`config.mk`:
```
export PLATFORM = sky130hd
export DESIGN_NAME = gblur_lane
export DESIGN_NICKNAME = d
export VERILOG_FILES = /design/src/hw/rtl/gblur_pkg.sv /design/src/hw/rtl/gblur_lane.sv
export SDC_FILE = /design/constraint.sdc
export NUM_CORES = 2
export LEC_CHECK = 0
export ABC_CLOCK_PERIOD_IN_PS = 11290
export BUFFER_PORTS_ARGS = -buffer_cell sky130_fd_sc_hd__buf_2
export CAP_MARGIN = 20
export CORE_MARGIN = 2
export CORE_UTILIZATION = 25
export DETAILED_ROUTE_END_ITERATION = 16
export PLACE_DENSITY = 0.36
export SLEW_MARGIN = 20
export SYNTH_ARGS = -nofsm -noshare
export SYNTH_HDL_FRONTEND = slang
export SYNTH_SLANG_ARGS = --single-unit
```
`constraint.sdc`:
```
create_clock -name clk -period 11.29 [get_ports clk]
set_input_delay 0.5645 -clock clk [delete_from_list [all_inputs] [get_ports clk]]
set_output_delay 0.5645 -clock clk [all_outputs]
set_load 0.01 [all_outputs]
```
`src/hw/rtl/gblur_pkg.sv`:
```
// Shared types and constants for the RGB Gaussian blur block.
// Used by the lane, merge, top level and checker files.
// No dependencies.
package gblur_pkg;

    // Defaults for the top-level parameters
    localparam int MAX_KERNEL_DEF  = 7;
    localparam int MAX_WIDTH_DEF   = 1024;
    localparam int WEIGHT_BITS_DEF = 16;

    // Configuration port shape
    localparam int CFG_IDX_W  = 3;
    localparam int CFG_DATA_W = 17;

    // Register indexes on the configuration port
    localparam logic [CFG_IDX_W-1:0] REG_KSIZE  = 3'd0;
    localparam logic [CFG_IDX_W-1:0] REG_WIDTH  = 3'd1;
    localparam logic [CFG_IDX_W-1:0] REG_HEIGHT = 3'd2;
    localparam logic [CFG_IDX_W-1:0] REG_W0     = 3'd3;
    localparam logic [CFG_IDX_W-1:0] REG_W1     = 3'd4;
    localparam logic [CFG_IDX_W-1:0] REG_W2     = 3'd5;
    localparam logic [CFG_IDX_W-1:0] REG_W3     = 3'd6;

    // Register reset values
    localparam logic [2:0]  KSIZE_RST  = 3'd3;
    localparam logic [10:0] WIDTH_RST  = 11'd640;
    localparam logic [11:0] HEIGHT_RST = 12'd480;
    localparam logic [16:0] W0_RST     = 17'd32768;
    localparam logic [16:0] W1_RST     = 17'd16384;
    localparam logic [16:0] W2_RST     = 17'd0;
    localparam logic [16:0] W3_RST     = 17'd0;

    // Row and column arithmetic width
    localparam int ROW_W = 13;
    // Packed pixel: three 8-bit channels
    localparam int PIX_W = 24;
    localparam int N_LANES = 3;

    typedef enum logic [3:0] {
        ST_IDLE,
        ST_READ,
        ST_UPDATE,
        ST_CHECK,
        ST_DUP,
        ST_HSUM,
        ST_LOAD,
        ST_WAIT,
        ST_FINISH
    } state_t;

    // Per-cycle commands from the sequencer to every lane
    typedef struct packed {
        logic v_clr;
        logic v_en;
        logic load_all;
        logic shift_new;
        logic shift_dup;
        logic h_clr;
        logic h_en;
    } lane_ctrl_t;

endpackage

```
`src/hw/rtl/gblur_lane.sv`:
```
// One color-channel lane: vertical tap sum, column-sum window, horizontal
// tap sum with saturation. Depends on gblur_pkg.
module gblur_lane #(
    parameter int MAX_KERNEL = gblur_pkg::MAX_KERNEL_DEF,
    parameter int TAP_W      = gblur_pkg::WEIGHT_BITS_DEF + 1,
    parameter int V_W        = TAP_W + 8 + $clog2(MAX_KERNEL),
    parameter int ACC_W      = TAP_W + V_W + 1,
    parameter int SAT_SHIFT  = 2 * gblur_pkg::WEIGHT_BITS_DEF
) (
    input  logic                          clk,
    input  gblur_pkg::lane_ctrl_t         ctrl,
    input  logic [7:0]                    pix_byte,
    input  logic [TAP_W-1:0]              v_tap,
    input  logic [TAP_W-1:0]              h_tap,
    input  logic [$clog2(MAX_KERNEL)-1:0] h_idx,
    output logic [7:0]                    result
);
    import gblur_pkg::*;

    localparam logic [ACC_W-1:0] CAP = ACC_W'(1) << (SAT_SHIFT + 8);

    logic [V_W-1:0]   v_acc_reg;
    logic [V_W-1:0]   vwin_reg [MAX_KERNEL];
    logic [ACC_W-1:0] h_acc_reg;
    logic [V_W-1:0]   v_prod;
    logic [ACC_W-1:0] h_prod;
    logic [ACC_W-1:0] h_sum;

    assign v_prod = V_W'(v_tap) * V_W'(pix_byte);
    assign h_prod = ACC_W'(h_tap) * ACC_W'(vwin_reg[h_idx]);
    assign h_sum  = h_acc_reg + h_prod;

    always_ff @(posedge clk)
    begin
        if (ctrl.v_clr)
        begin
            v_acc_reg <= '0;
        end
        else if (ctrl.v_en)
        begin
            v_acc_reg <= v_acc_reg + v_prod;
        end
    end

    // Column-sum window: newest column at the top index
    always_ff @(posedge clk)
    begin
        if (ctrl.load_all)
        begin
            for (int j = 0; j < MAX_KERNEL; j++)
            begin
                vwin_reg[j] <= v_acc_reg;
            end
        end
        else if (ctrl.shift_new || ctrl.shift_dup)
        begin
            for (int j = 0; j < MAX_KERNEL - 1; j++)
            begin
                vwin_reg[j] <= vwin_reg[j+1];
            end
            if (ctrl.shift_new)
            begin
                vwin_reg[MAX_KERNEL-1] <= v_acc_reg;
            end
        end
    end

    // Clamp the running sum at the cap after every column
    always_ff @(posedge clk)
    begin
        if (ctrl.h_clr)
        begin
            h_acc_reg <= '0;
        end
        else if (ctrl.h_en)
        begin
            h_acc_reg <= (h_sum > CAP) ? CAP : h_sum;
        end
    end

    assign result = (|h_acc_reg[ACC_W-1:SAT_SHIFT+8]) ? 8'hFF
                                                       : h_acc_reg[SAT_SHIFT+7:SAT_SHIFT];

endmodule

```
==> Word-level counts from Yosys, hierarchy flattened <==
Memory sizes are Yosys's and may differ from the RTL's.
Index checks and enable logic that the tools add are counted.
{ "op_classes": {"shifts": 0, "n_bitwise": 7, "multipliers": 2, "n_mux": 18, "order_cmp": 1, "div_mod_pow": 0, "n_eq_ne": 0, "add_sub_neg": 2, "reduce_logical": 2} }
{ "op_table": {"columns": ["operator", "count"], "rows": [
  ["$mux W28", 7],
  ["$add A46 B45 Y46", 1],
  ["$gt A46 B41 Y1 const B", 1],
  ["$mux W46", 1],
  ["$mul A17 B28 Y45", 1],
  ["$add A28 B25 Y28", 1],
  ["$mul A17 B8 Y25", 1],
  ["$mux W1", 9],
  ["$mux W8", 1],
  ["$or A1 B1 Y1", 7],
  ["$reduce_or A6 Y1", 1],
  ["$logic_or A1 B1 Y1", 1]
]} }
{ "word_totals": {"latch_bits": 0, "mem_bits_ro": 0, "mem_bits_rw": 196, "output_inout_bits": 8, "register_bits": 74, "memories": 1, "inputBits": 53, "word_cells": 35} }
{ "memory_table": {"columns": ["name", "words", "width", "read_ports", "rd_ports_with_merged_regs", "wr", "line", "text"], "rows": [
  ["vwin_reg", 7, 28, 7, 0, 7, "gblur_lane.sv:23", "logic [V_W-1:0] vwin_reg [MAX_KERNEL];"]
]} }

==> Longest topological paths before layout <==
{ "depth": {"ltp_word": 5, "mapped_depth": 33, "mapped_depth_nobuf": 27} }

==> Worst setup path before layout <==
Ideal clock, no wire load.
{ "synth_timing": {"path_kind": "input-to-reg", "startpoint": "input port h_idx[0]", "endpoint": "register h_acc_reg[20]", "arrival_ns": 8.420, "stages": 31, "setup_time_ns": 0.085, "n_path_buf": 7, "slack_ns": 2.785, "cell_sequence": "buf_2 > buf_1 > clkbuf_1 > mux2i_1 > o21ai_0 > mux2_2 > clkbuf_1 > nand2_1 > fa_1 > fa_1 > fa_1 > inv_1 > fa_1 > fa_1 > inv_1 > fa_1 > inv_1 > ha_1 > clkbuf_1 > a21oi_1 > o21ba_2 > a31o_2 > a22oi_1 > a21oi_2 > o21ai_2 > a31oi_1 > xnor2_1 > or3_1 > buf_6 > buf_6 > o31ai_2"} }
{ "synth_between": {"elab_chain_len": 5} }
{ "synth_lines": {"columns": ["element", "line", "text"], "rows": [
  ["start, declared", "gblur_lane.sv:15", "input logic [$clog2(MAX_KERNEL)-1:0] h_idx,"],
  ["$mem_v2 Z7 W28 *", null, null],
  ["$mul A17 B28 Y45 *", "gblur_lane.sv:30", "assign h_prod = ACC_W'(h_tap) * ACC_W'(vwin_reg[h_idx]);"],
  ["$add A46 B45 Y46 *", "gblur_lane.sv:31", "assign h_sum = h_acc_reg + h_prod;"],
  ["$gt A46 B41 Y1", "gblur_lane.sv:77", "h_acc_reg <= (h_sum > CAP) ? CAP : h_sum;"],
  ["$mux W46 *", "gblur_lane.sv:77", null],
  ["end signal, assigned", "gblur_lane.sv:77", null],
  ["end, declared", "gblur_lane.sv:24", "logic [ACC_W-1:0] h_acc_reg;"]
]} }
Mark *: on every way between the ends. The rest lies on a longest branch, timed or not.
A chain may end at the register's enable or synchronous reset.

==> Worst setup path in the final report <==
{ "layout_timing": {"startpoint": "input port h_idx[0]", "endpoint": "register h_acc_reg[12]"} }
The elaborated chain is that of the path after synthesis.

==> results.json <==
{
  "min_period_ns": 8.93,
  "hold_path_class": "primary input to flop",
  "numPortBuffers": 60,
  "grt_pass1_wl_um": 152000,
  "synthArstFlopShare": 0,
  "cts_setup_buffers": 0,
  "final.setup.tns_ns": 0,
  "start_kind": "primary input",
  "area_delta_synth_final_pct": 9.72,
  "path_max_fanout": 42,
  "critical-path-slowest-cell": "xnor2_2",
  "io_pins": 61,
  "final_antenna_net_count": 0,
  "synth.distinct_cells": 72,
  "yosysMostFrequentCell": "nand2_1",
  "maxSlewHeadroom": 0.306,
  "synth_fp_nets": 4287,
  "tightest_slew_ns": 1.04,
  "cts_tree": "done",
  "ys_seq_area_frac": 0.224,
  "setup_viol": 0,
  "worstPathRequired_ns": 11.70,
  "start_util": 0.251,
  "grt_pass1_vias": 25000,
  "worstSetupPathType": "primary input to flop",
  "die_y_um": 367,
  "path_buf_inv": 7,
  "cp-end-kind": "flop",
  "cts_resized": 0,
  "synth_common_cells": "854 x nand2_1, 702 x inv_1, 547 x fa_1, 245 x and2_1, 196 x edfxtp_1",
  "numCtsBuffers": 34,
  "wire_per_inst_um": 18.2,
  "root_buffer": "clkbuf_16",
  "die-area_sq_um": 135000,
  "grt_max_degree": 75,
  "vias": 22600,
  "gp_congestion": 0.813,
  "hold_violations": 0,
  "drtIter0Drc": 1104,
  "rows": 133,
  "core_area_sq_um": 131000,
  "drv_slew": 0,
  "arrival_ns": 9.34,
  "maxCapViolCount": 0,
  "critical_path.top_delay_family": "adder cells",
  "setup_ws_ns": 2.36,
  "synth-edff-count": 196,
  "syn_inst": 3520,
  "ys.flop_type": "edfxtp_1",
  "regToRegSetupSlack_ns": 2.73,
  "synth_area_sq_um": 32900,
  "antenna_found_initial": 8,
  "place_ws_ns": 1.82,
  "finalNetCount": 4236,
  "slowest_delay_ns": 0.81,
  "finalCritPeriodShare": 0.791,
  "synth_top_area_frac": 0.333,
  "max_freq_mhz": 112,
  "firstDrtPassIters": 5,
  "cts.clk_slew.worst_paths_ns": 0.06,
  "grt_use_total": 0.145,
  "clock_latency_ns": 0.57,
  "status": "completed",
  "cts_hold_buf": 0,
  "synthTopCellsByArea": "fa_1 33%, edfxtp_1 18%, nand2_1 9.7%",
  "clock-sinks": 270,
  "yosys_warnings": 0,
  "clockBufferDepth": 3,
  "dp_hpwl_um": 71600,
  "synth_top_area_cell": "fa_1",
  "wl_um": 95400,
  "synth-seq-cells": 270,
  "die-width_um": 367,
  "routed_via_density": 4.31,
  "crit_top_cell": "fa_1",
  "syn_area_per_cell_sq_um": 9.35,
  "whs_ns": 0.308,
  "clock_skew_ns": 0.0337,
  "grt_overflow": 0,
  "drive_gt1_frac": 0.0627,
  "rsz0062_at_grt": "no",
  "largest_reg_flops": 196,
  "cts-htree-levels": 2,
  "drc": 0
}
[stage by stage]
step                      cell area (sq um)  utilization  instances
after detailed placement              34900        0.266       5187
after global routing                  36100        0.275       5250
final                                 36100        0.275       5253
after CTS                             36100        0.275       5249
after floorplan                       32900            -       3520
after global placement                34900        0.266       5187
[cell families after synthesis]
group / Yosys count / share of synthesized area
compound gates: 260 / 0.0537
xor+xnor: 56 / 0.0149
fa+ha+maj: 714 / 0.396
buf+inv: 863 / 0.0994
flops: 270 / 0.224
mux: 101 / 0.0426
simple gates: 1256 / 0.169
[layout by cell type, fill, tap and decap left out, types with 6 or more instances in the layout]
| master | instances |
|---|---|
| xnor2_1 | 37 |
| bufinv_16 | 6 |
| mux2i_1 | 43 |
| fa_1 | 547 |
| ha_1 | 167 |
| a32o_1 | 7 |
| dfxtp_1 | 74 |
| edfxtp_1 | 196 |
| or2_2 | 11 |
| o21bai_1 | 8 |
| nand2_1 | 854 |
| and3_1 | 16 |
| buf_4 | 13 |
| buf_2 | 58 |
| mux4_2 | 28 |
| clkinv_1 | 6 |
| o21a_1 | 9 |
| mux2_2 | 29 |
| o31ai_1 | 25 |
| nand3_1 | 15 |
| nor2b_1 | 7 |
| and2_1 | 245 |
| a21oi_1 | 51 |
| inv_1 | 702 |
| o21ai_0 | 65 |
| nor2_1 | 54 |
| a31oi_1 | 10 |
| clkinv_2 | 7 |
| clkbuf_16 | 35 |
| xor2_1 | 18 |
| or3_1 | 6 |
| a21o_1 | 30 |
| nor3_1 | 21 |
| clkbuf_1 | 6 |
[final timing paths]
kind                                                 start  cells past startpoint                          to
worst max register to register    vwin_reg[5][8]$_DFFE_PP_                     23  h_acc_reg[12]$_SDFFE_PP0P_
worst min register to register  h_acc_reg[24]$_SDFFE_PP0P_                      2  h_acc_reg[24]$_SDFFE_PP0P_
worst max-delay path                              h_idx[0]                     25  h_acc_reg[12]$_SDFFE_PP0P_
worst min-delay path                               ctrl[0]                      2  h_acc_reg[44]$_SDFFE_PP0P_
[routing by layer]
| metal | routed length [um] | up-vias | GRT usage |
|---|---|---|---|
| met3 | 2480 | 98 | 0.0135 |
| li1 | - | 10700 | - |
| met4 | 1730 | 8 | 0.0294 |
| met2 | 44800 | 268 | 0.242 |
| met1 | 46300 | 11600 | 0.205 |
| met5 | 45 | - | 0 |
[layout make-up]
cell class                 count  area [sq um]
sequential                   270          7370
antenna                        3          7.51
clock inverter                21           275
clock buffer                  41           898
fill                       14200         95000
inverter                     703          2640
timing repair buffer          73           428
tap                         1755          2200
multi-input combinational   2387         22300
Power is not shown: default switching activity piles up to over one toggle a cycle in this logic, so the estimate is an artifact.
