## src/hw/rtl/gblur_pkg.sv

```systemverilog
// Shared types and constants for the RGB Gaussian blur block.
// Used by the lane, merge, top level and checker files.
// No dependencies.
package gblur_pkg;

    // Defaults for the top-level parameters
    localparam int MAX_KERNEL_DEF  = 7;
    localparam int MAX_WIDTH_DEF   = 1024;
    localparam int WEIGHT_BITS_DEF = 16;

    // Configuration port shape
    localparam int CFG_IDX_W  = 3;
    localparam int CFG_DATA_W = 17;

    // Register indexes on the configuration port
    localparam logic [CFG_IDX_W-1:0] REG_KSIZE  = 3'd0;
    localparam logic [CFG_IDX_W-1:0] REG_WIDTH  = 3'd1;
    localparam logic [CFG_IDX_W-1:0] REG_HEIGHT = 3'd2;
    localparam logic [CFG_IDX_W-1:0] REG_W0     = 3'd3;
    localparam logic [CFG_IDX_W-1:0] REG_W1     = 3'd4;
    localparam logic [CFG_IDX_W-1:0] REG_W2     = 3'd5;
    localparam logic [CFG_IDX_W-1:0] REG_W3     = 3'd6;

    // Register reset values
    localparam logic [2:0]  KSIZE_RST  = 3'd3;
    localparam logic [10:0] WIDTH_RST  = 11'd640;
    localparam logic [11:0] HEIGHT_RST = 12'd480;
    localparam logic [16:0] W0_RST     = 17'd32768;
    localparam logic [16:0] W1_RST     = 17'd16384;
    localparam logic [16:0] W2_RST     = 17'd0;
    localparam logic [16:0] W3_RST     = 17'd0;

    // Row and column arithmetic width
    localparam int ROW_W = 13;
    // Packed pixel: three 8-bit channels
    localparam int PIX_W = 24;
    localparam int N_LANES = 3;

    typedef enum logic [3:0] {
        ST_IDLE,
        ST_READ,
        ST_UPDATE,
        ST_CHECK,
        ST_DUP,
        ST_HSUM,
        ST_LOAD,
        ST_WAIT,
        ST_FINISH
    } state_t;

    // Per-cycle commands from the sequencer to every lane
    typedef struct packed {
        logic v_clr;
        logic v_en;
        logic load_all;
        logic shift_new;
        logic shift_dup;
        logic h_clr;
        logic h_en;
    } lane_ctrl_t;

endpackage

```

## src/hw/rtl/gblur_merge.sv

```systemverilog
// Output register: joins the three lane results and the item flags into
// one result item and holds it until taken. Depends on gblur_pkg.
module gblur_merge (
    input  logic                                  clk,
    input  logic                                  rst_n,
    input  logic                                  load,
    input  logic [gblur_pkg::N_LANES-1:0][7:0]    lane_res,
    input  logic                                  last,
    input  logic                                  fend,
    input  logic                                  res_stall,
    output logic                                  res_valid,
    output logic [7:0]                            blur0,
    output logic [7:0]                            blur1,
    output logic [7:0]                            blur2,
    output logic                                  run_last,
    output logic                                  frame_end
);
    import gblur_pkg::*;

    logic       valid_reg;
    logic       valid_next;
    logic [7:0] b0_reg;
    logic [7:0] b1_reg;
    logic [7:0] b2_reg;
    logic       last_reg;
    logic       fend_reg;

    always_comb
    begin
        valid_next = valid_reg;
        if (load)
        begin
            valid_next = 1'b1;
        end
        else if (valid_reg && !res_stall)
        begin
            valid_next = 1'b0;
        end
    end

    always_ff @(posedge clk or negedge rst_n)
    begin
        if (!rst_n)
        begin
            valid_reg <= 1'b0;
        end
        else
        begin
            valid_reg <= valid_next;
        end
    end

    always_ff @(posedge clk)
    begin
        if (load)
        begin
            b0_reg   <= lane_res[0];
            b1_reg   <= lane_res[1];
            b2_reg   <= lane_res[2];
            last_reg <= last;
            fend_reg <= fend;
        end
    end

    assign res_valid = valid_reg;
    assign blur0     = b0_reg;
    assign blur1     = b1_reg;
    assign blur2     = b2_reg;
    assign run_last  = last_reg;
    assign frame_end = fend_reg;

endmodule

```

## config.mk

```make
export PLATFORM = sky130hd
export DESIGN_NAME = gblur_merge
export DESIGN_NICKNAME = d
export VERILOG_FILES = /design/src/hw/rtl/gblur_pkg.sv /design/src/hw/rtl/gblur_merge.sv
export SDC_FILE = /design/constraint.sdc
export NUM_CORES = 1
export LEC_CHECK = 0
export BUFFER_PORTS_ARGS = -buffer_cell sky130_fd_sc_hd__buf_2
export CELL_PAD_IN_SITES_DETAIL_PLACEMENT = 0
export CELL_PAD_IN_SITES_GLOBAL_PLACEMENT = 2
export CORE_ASPECT_RATIO = 1.1
export CORE_MARGIN = 4
export CORE_UTILIZATION = 23
export CTS_CLUSTER_SIZE = 20
export DETAILED_ROUTE_END_ITERATION = 10
export PLACE_DENSITY_LB_ADDON = 0.1
export SYNTH_ARGS = -nofsm -noshare
export SYNTH_HDL_FRONTEND = slang
export SYNTH_SLANG_ARGS = --single-unit
```

## constraint.sdc

```tcl
create_clock -name clk -period 0.8 [get_ports clk]
set_input_delay 0.08 -clock clk [delete_from_list [all_inputs] [get_ports clk]]
set_output_delay 0.08 -clock clk [all_outputs]
set_load 0.01 [all_outputs]
```

## Word-level counts from Yosys, hierarchy flattened

Cells that the tools add are included.

| storage, ports and cells | value |
|---|---|
| output and inout port bits | 27 |
| bits in registers | 27 |
| logic and storage cells | 11 |

| operators by class | value |
|---|---|
| reduce and logical (&&, ||, !) cells | 3 |
| multiplexer cells | 2 |

Operators by type and width:

| kind | count |
|---|---|
| $mux W1 | 2 |
| $reduce_bool A2 Y1 | 1 |
| $logic_and A1 B1 Y1 | 1 |
| $logic_not A1 Y1 | 1 |

## Longest topological paths before layout

Gate-level depths: netlist of the first run.

| depth | value |
|---|---|
| word-level depth | 4 |
| mapped depth | 1 |

## Least setup slack after synthesis of the first run

OpenSTA, ideal clock, no wires.

| timing | value |
|---|---|
| kind | register to register |
| from | register valid_reg, in the netlist res_valid |
| to | register valid_reg, in the netlist res_valid |
| arrival time | 545 ps |
| stages on the path, launching flop included | 2 |
| path slack | 137 ps |
| path buffers | 0 |
| period minus slack after synthesis | 663 ps |
| cell sequence | dfrtp_1 > a21o_1 |

| between the ends | value |
|---|---|
| longest elaborated chain between the ends | 2 |

Ends and longest elaborated chain:

| what | line | RTL |
|---|---|---|
| from (decl) | gblur_merge.sv:20 | `logic valid_reg;` |
| from (signal assigned) | gblur_merge.sv:49 | `valid_reg <= valid_next;` |
| $logic_and A1 B1 Y1 | gblur_merge.sv:35 | `else if (valid_reg && !res_stall)` |
| $reduce_bool A2 Y1 (no source line) | n/a |  |

No other way between the ends.
A chain may end at the register's enable or synchronous reset.

## Worst setup path after layout of the first run

| timing | value |
|---|---|
| from | register fend_reg, in the netlist frame_end |
| to | output port frame_end |

RTL lines:

| what | line | RTL |
|---|---|---|
| from (decl) | gblur_merge.sv:26 | `logic fend_reg;` |
| from (signal assigned) | gblur_merge.sv:61 | `fend_reg <= fend;` |
| to (decl) | gblur_merge.sv:16 | `output logic frame_end` |

No word-level cell between the ends.

==> results of run 1 <==
-- routing by layer --
metal	up-vias	track usage (%)	part of all wire, %
met1	285	8.839	34
li1	295	-	-
met4	0	2.113	0
met2	31	17.20	57
met3	0	2.733	8.9
met5	-	0	0
-- logic make-up (layout without fill, tap and decap cells) --
logic type | Yosys count | in the layout | share of synthesized area [%]
flip-flops | 27 | 27 | 99.08
AO/OA/AOI/OAI | 1 | 1 | 0.9234
buffers and inverters | 0 | 91 | 0
-- power groups by stage --
stage | Combinational [mW] | Clock, mW | Sequential [mW]
2_1_floorplan | 0.00264 | 0 | 1.79
3_3_place_gp | 0.289 | 0 | 1.73
3_5_place_dp | 0.292 | 0 | 1.73
4_1_cts | 0.395 | 0.590 | 1.70
5_1_grt | 0.428 | 0.657 | 1.71
6_report | 0.395 | 0.554 | 1.69
-- final timing paths --
path                       cells past startpoint      start  slack, ns   endpoint
min in group clk                               3       load       0.17  res_valid
min reg2reg                                    2  res_valid       0.57  res_valid
max reg2reg                                    2  res_valid       0.05  res_valid
min                                            2      rst_n       0.05  res_valid
max in group asynchronous                      2      rst_n       0.67  res_valid
max                                            1  frame_end      -0.13  frame_end
-- Yosys cell counts --
cell | number | area, um2
sky130_fd_sc_hd__edfxtp_1 | 26 | 780.8
sky130_fd_sc_hd__a21o_1 | 1 | 7.510
sky130_fd_sc_hd__dfrtp_1 | 1 | 25.02
-- timing repair --
action,CTS,global route
hold buffers,28,0
setup endpoints to repair,27,27
hold endpoints to repair,28,0
cloned,0,0
setup buffers,0,1
-- state kept, by name, summed over array words and instances, names as in the netlist --
| name | flops |
|---|---|
| frame_end | 1 |
| res_valid | 1 |
| run_last | 1 |
| blur1 | 8 |
| blur2 | 8 |
| blur0 | 8 |
-- cell type report --
class / count / area (um2) / share of cell area, %
Clock buffer: 4 / 26.28 / 1.743
Multi-Input combinational cell: 1 / 7.507 / 0.4979
Tap cell: 48 / 60.06 / 3.983
Timing Repair Buffer: 87 / 608.1 / 40.33
Sequential cell: 27 / 805.8 / 53.44
-- stage by stage --
| stage | power, mW | hold slack [ns] |
|---|---|---|
| global route | 2.792 | 0.01973 |
| CTS | 2.682 | 0.03452 |
| floorplan | 1.797 | -0.2156 |
| finish | 2.642 | 0.05290 |
| detailed placement | 2.021 | -0.1434 |
| global placement | 2.016 | -0.1431 |
==> impl_results.md, run 1 <==
- Final cell count without fillers: 167
- FMAX: 1070 MHz
- Vias per inst: 3.659
- Post-synthesis cell area: 813.3 um2
- Number of input and output port buffers inserted: 56
- Worst relative slew slack: 91.05%
- Root Buffer Master: sky130_fd_sc_hd__clkbuf_4
- Number of fill cells: 325
- Clock buffers created by TritonCTS: 3
- Number of ports placed on the die boundary: 57
- Part of the Yosys area used for sequential elements: 99.08%
- Net Count, Synth: 58
- Commonest non-fill, non-tap cell in the layout: sky130_fd_sc_hd__buf_2
- Setup Skew: 0 ns
- Count of placed standard cells including taps: 134
- Gate Count Post-Synth: 28
- Maximum fanout count along the critical path: 1
- Critical-path cell with the highest stage delay: sky130_fd_sc_hd__edfxtp_1
- Measured slew at the worst slew-check pin: 0.1342 ns
- Leakage power: 0.6458 nW
- Number of pins exceeding their max-slew limit in the final report: 0
- Gr usage total: 8.813%
- NumNets Final: 150
- Area Overhead vs Synth: 85.39%
- Number of storage elements in the synthesis netlist: 27
- Final Hold Fails: 0
- Sort of element at the start of the critical path: flip-flop
- Crit-path cells: buf_2
- Netlist cell types: 3
- Residual overflow from global routing: 0
- Area of the die: 0.004552 mm2
- Post-Syn Area per Cell: 29.05 um2
- Area after detailed placement: 0.001194 mm2
- Worst slack at placement: 0.1280 ns
- Global-route wire length before repair: 3.056 mm
- Longest Clk Path Bufs: 2
- Final Critical Period: 0.9346 ns
- Combinational cell fraction of total power: 15.0%
- Ratio of cells with drive above 1 in the final layout: 52.10%
- Clock latency at the later pin of the worst-skew pair: 0.30 ns
- Cell area after layout: 0.001508 mm2
- Combined buffer and inverter count along the critical path: 1
- Outcome: complete, but fails checks
- Sum of negative setup slack: -3.078 ns
- Most frequent cells in the layout: sky130_fd_sc_hd__buf_2 (56), sky130_fd_sc_hd__dlygate4sd3_1 (28), sky130_fd_sc_hd__edfxtp_1 (26), sky130_fd_sc_hd__clkbuf_4 (3), sky130_fd_sc_hd__buf_12 (2)
- Reported max-cap violation count: 0
- Final Setup Violations: 27
- Clock-pin transition on the worst setup and hold timing paths: 0.13 ns
- Number of clock sinks seen by CTS: 27
- RSZ-0062 raised after global routing: yes
- Longest individual stage delay on the worst path: 0.40 ns
- Die extent in x: 64.70 um
- Aggregate routed wire length: 1.882 mm
- Clock group share of total power: 21.0%
- Core Box Area: 0.003358 mm2
- Share of total power consumed by net switching: 20.65%
- CTS tree: built
- Data arrival time of the worst path: 0.85 ns
- Ant. Diodes: 0
- Final critical-path share of the clock period: 116.8%
- Number of warning messages in the yosys log: 0
- DRC marker count from the first detailed-route iteration: 7
- Number of iterations in the first detailed-routing pass: 2
- Number of antenna-violating nets in the routed design: 0
- Initial core utilization: 24.22%
- Number of gates resized after CTS: 0
- Gp weighted congestion: 0.6362
- Failing checks: setup timing
- Worst voltage drop across the vdd grid: 0.0007061 V
- Number of antenna violations at the first check in global routing: 0
- Pwr dens: 1752 mW/mm2
- Largest net degree at the start of global routing: 15
- Critical path start-end classification: flip-flop to primary output
- Total vias in the final route: 611
- H-tree level count: 1
- Int Pwr: 2.096 mW
- Detail-routed net length per standard cell: 11.27 um
- Minimum setup slack in the final design: -0.1346 ns
- Number of remaining DRC errors: 0
- Type of destination of the critical path: primary output
- Number of global-route vias before repair: 670
- Cell family with the largest share of critical-path delay: flip-flops
- Path category of the worst min-delay check: input port to async pin
- Std cell rows: 22
- Crit path required time: 0.72 ns
- Sw Pwr: 0.5455 mW
- Share of power burned in registers: 64.1%
- Final core area utilization: 44.90%
- Vert. Die Dim: 70.37 um
Power figures use the tool's default switching activity.
==> run 2, diff against run 1 <==
--- a/config.mk
+++ b/config.mk
@@ -8,7 +8,6 @@
 export BUFFER_PORTS_ARGS = -buffer_cell sky130_fd_sc_hd__buf_2
 export CELL_PAD_IN_SITES_DETAIL_PLACEMENT = 0
 export CELL_PAD_IN_SITES_GLOBAL_PLACEMENT = 2
-export CORE_ASPECT_RATIO = 1.1
 export CORE_MARGIN = 4
 export CORE_UTILIZATION = 23
 export CTS_CLUSTER_SIZE = 20
==> run 2 against run 1 <==
  * The flow still finishes with violations (setup timing)
  * Global-route usage is 0.55 points lower
  * Via count is 2.8% lower
  * Combinational power barely moved
  * Routed wire length is 0.90% lower
  * Flip-flop and latch count did not move
  * Core utilization barely moved
  * Worst hold slack gained 0.0022 ns
  * Power grew 0.11%
  * Die area about the same
  * Design area up 0.25%
  * Largest power group unchanged
==> impl_results.md, run 2 (synthesis gave the netlist of run 1 again) <==
- Combined buffer and inverter count along the critical path: 1 (unchanged)
- Worst slack at placement: 0.1318 ns (+0.003758 ns)
- Cell family with the largest share of critical-path delay: flip-flops
- Measured slew at the worst slew-check pin: 0.1315 ns (-0.002719 ns)
- Path category of the worst min-delay check: input port to async pin
- Std cell rows: 21 (-4.5%)
- DRC marker count from the first detailed-route iteration: 1 (-6)
- Critical path start-end classification: flip-flop to primary output
- Setup Skew: 0 ns (unchanged)
- Ratio of cells with drive above 1 in the final layout: 52.10% (unchanged)
- Total vias in the final route: 594 (-2.8%)
- Final critical-path share of the clock period: 117.8% (+0.97 points)
- Data arrival time of the worst path: 0.86 ns (about the same)
- Area Overhead vs Synth: 85.85%
- Final Hold Fails: 0 (unchanged)
- H-tree level count: 1 (unchanged)
- Residual overflow from global routing: 0 (unchanged)
- Clock buffers created by TritonCTS: 3 (unchanged)
- Vias per inst: 3.600 (-1.6%)
- Longest Clk Path Bufs: 2 (unchanged)
- Aggregate routed wire length: 1.865 mm (-0.90%)
- Sort of element at the start of the critical path: flip-flop
- Leakage power: 0.6484 nW (+0.41%)
- Vert. Die Dim: 67.47 um (-4.1%)
- Number of clock sinks seen by CTS: 27 (unchanged)
- Type of destination of the critical path: primary output
- Reported max-cap violation count: 0 (unchanged)
- Crit path required time: 0.72 ns (about the same)
- Worst voltage drop across the vdd grid: 0.0007414 V (+5.0%)
- RSZ-0062 raised after global routing: yes
- Number of remaining DRC errors: 0 (unchanged)
- Critical-path cell with the highest stage delay: sky130_fd_sc_hd__edfxtp_1
- Final Setup Violations: 27 (unchanged)
- Global-route wire length before repair: 2.732 mm (-11%)
- Number of ports placed on the die boundary: 57 (unchanged)
- Largest net degree at the start of global routing: 15 (unchanged)
- CTS tree: built
- Number of global-route vias before repair: 621 (-7.3%)
- Final Critical Period: 0.9423 ns (+0.007767 ns)
- Clock-pin transition on the worst setup and hold timing paths: 0.13 ns (about the same)
- Clock latency at the later pin of the worst-skew pair: 0.31 ns (about the same)
- Die extent in x: 67.47 um (+4.3%)
- Failing checks: setup timing
- Core Box Area: 0.003363 mm2 (+0.15%)
- Number of antenna-violating nets in the routed design: 0 (unchanged)
- Number of input and output port buffers inserted: 56 (unchanged)
- NumNets Final: 150 (unchanged)
- Worst relative slew slack: 91.23% (+0.18 points)
- Root Buffer Master: sky130_fd_sc_hd__clkbuf_4
- Longest individual stage delay on the worst path: 0.40 ns (about the same)
- Number of antenna violations at the first check in global routing: 0 (unchanged)
- Most frequent cells in the layout: sky130_fd_sc_hd__buf_2 (55), sky130_fd_sc_hd__dlygate4sd3_1 (28), sky130_fd_sc_hd__edfxtp_1 (26), sky130_fd_sc_hd__clkbuf_4 (3), sky130_fd_sc_hd__buf_12 (2)
- Maximum fanout count along the critical path: 1 (unchanged)
- Number of fill cells: 345 (+6.2%)
- FMAX: 1061 MHz (-0.82%)
- Area of the die: 0.004552 mm2 (about the same)
- Number of iterations in the first detailed-routing pass: 5 (+3)
- Outcome: complete, but fails checks
- Minimum setup slack in the final design: -0.1423 ns (-0.007767 ns)
- Cell area after layout: 0.001511 mm2 (+0.25%)
- Area after detailed placement: 0.001191 mm2 (-0.21%)
- Number of pins exceeding their max-slew limit in the final report: 0 (unchanged)
- Gp weighted congestion: 0.6688 (+5.1%)
- Commonest non-fill, non-tap cell in the layout: sky130_fd_sc_hd__buf_2
- Ant. Diodes: 0 (unchanged)
- Gr usage total: 8.263% (-0.55 points)
- Final core area utilization: 44.94% (about the same)
- Crit-path cells: buf_2
- Pwr dens: 1750 mW/mm2 (-0.14%)
- Detail-routed net length per standard cell: 11.30 um (+0.30%)
- Initial core utilization: 24.18% (-0.036 points)
- Sum of negative setup slack: -3.132 ns (-0.05388 ns)
-- run 2: changes by cell type in the layout (fill, tap and decap cells not counted) --
cell | before | now
sky130_fd_sc_hd__buf_2 | 56 | 55
sky130_fd_sc_hd__buf_6 | 0 | 1
-- run 2: layout make-up --
type	count	area (um2)	area share (%)
Multi-Input combinational cell	1	7.507	0.4967
Tap cell	46	57.56	3.808
Timing Repair Buffer	87	614.3	40.65
Sequential cell	27	805.8	53.31
Clock buffer	4	26.28	1.738
-- run 2: worst paths after layout --
| path | end | start | cells past startpoint | slack, ns |
|---|---|---|---|---|
| max | blur2[2] | blur2[2] | 1 | -0.14 |
| min | res_valid | rst_n | 2 | 0.06 |
| max reg2reg | res_valid | res_valid | 2 | 0.03 |
| min reg2reg | res_valid | res_valid | 2 | 0.61 |
| max in group asynchronous | res_valid | rst_n | 2 | 0.66 |
| min in group clk | res_valid | load | 3 | 0.16 |
-- run 2: power breakdown --
group | switching [mW] | internal [mW] | leakage, nW | total, mW
Combinational | 0.160 | 0.236 | 0.368 | 0.396
Sequential | 0.0265 | 1.67 | 0.265 | 1.70
Clock | 0.358 | 0.194 | 0.0150 | 0.553
Total | 0.545 | 2.10 | 0.648 | 2.64
-- run 2: metal layers --
metal | share of wire, % | global-route usage [%]
met5 | 0 | 0
met4 | 0.97 | 5.063
met3 | 8.5 | 2.163
met1 | 36 | 8.889
met2 | 54 | 14.34
-- run 2: per-stage QoR --
step | hold slack [ns] | power, mW | std cells
after floorplan | -0.2156 | 1.797 | 28
after global placement | -0.1440 | 2.019 | 132
after detailed placement | -0.1420 | 2.021 | 132
after CTS | 0.04437 | 2.676 | 164
after global routing | 0.03214 | 2.767 | 165
final | 0.05507 | 2.645 | 165
-- run 2: what timing repair did --
action	CTS	global route
hold endpoints to repair	28	0
gates resized for setup	0	1
endpoints found under the setup margin	27	27
pin swaps	0	0
buffers inserted	0	1
hold buffers	28	0
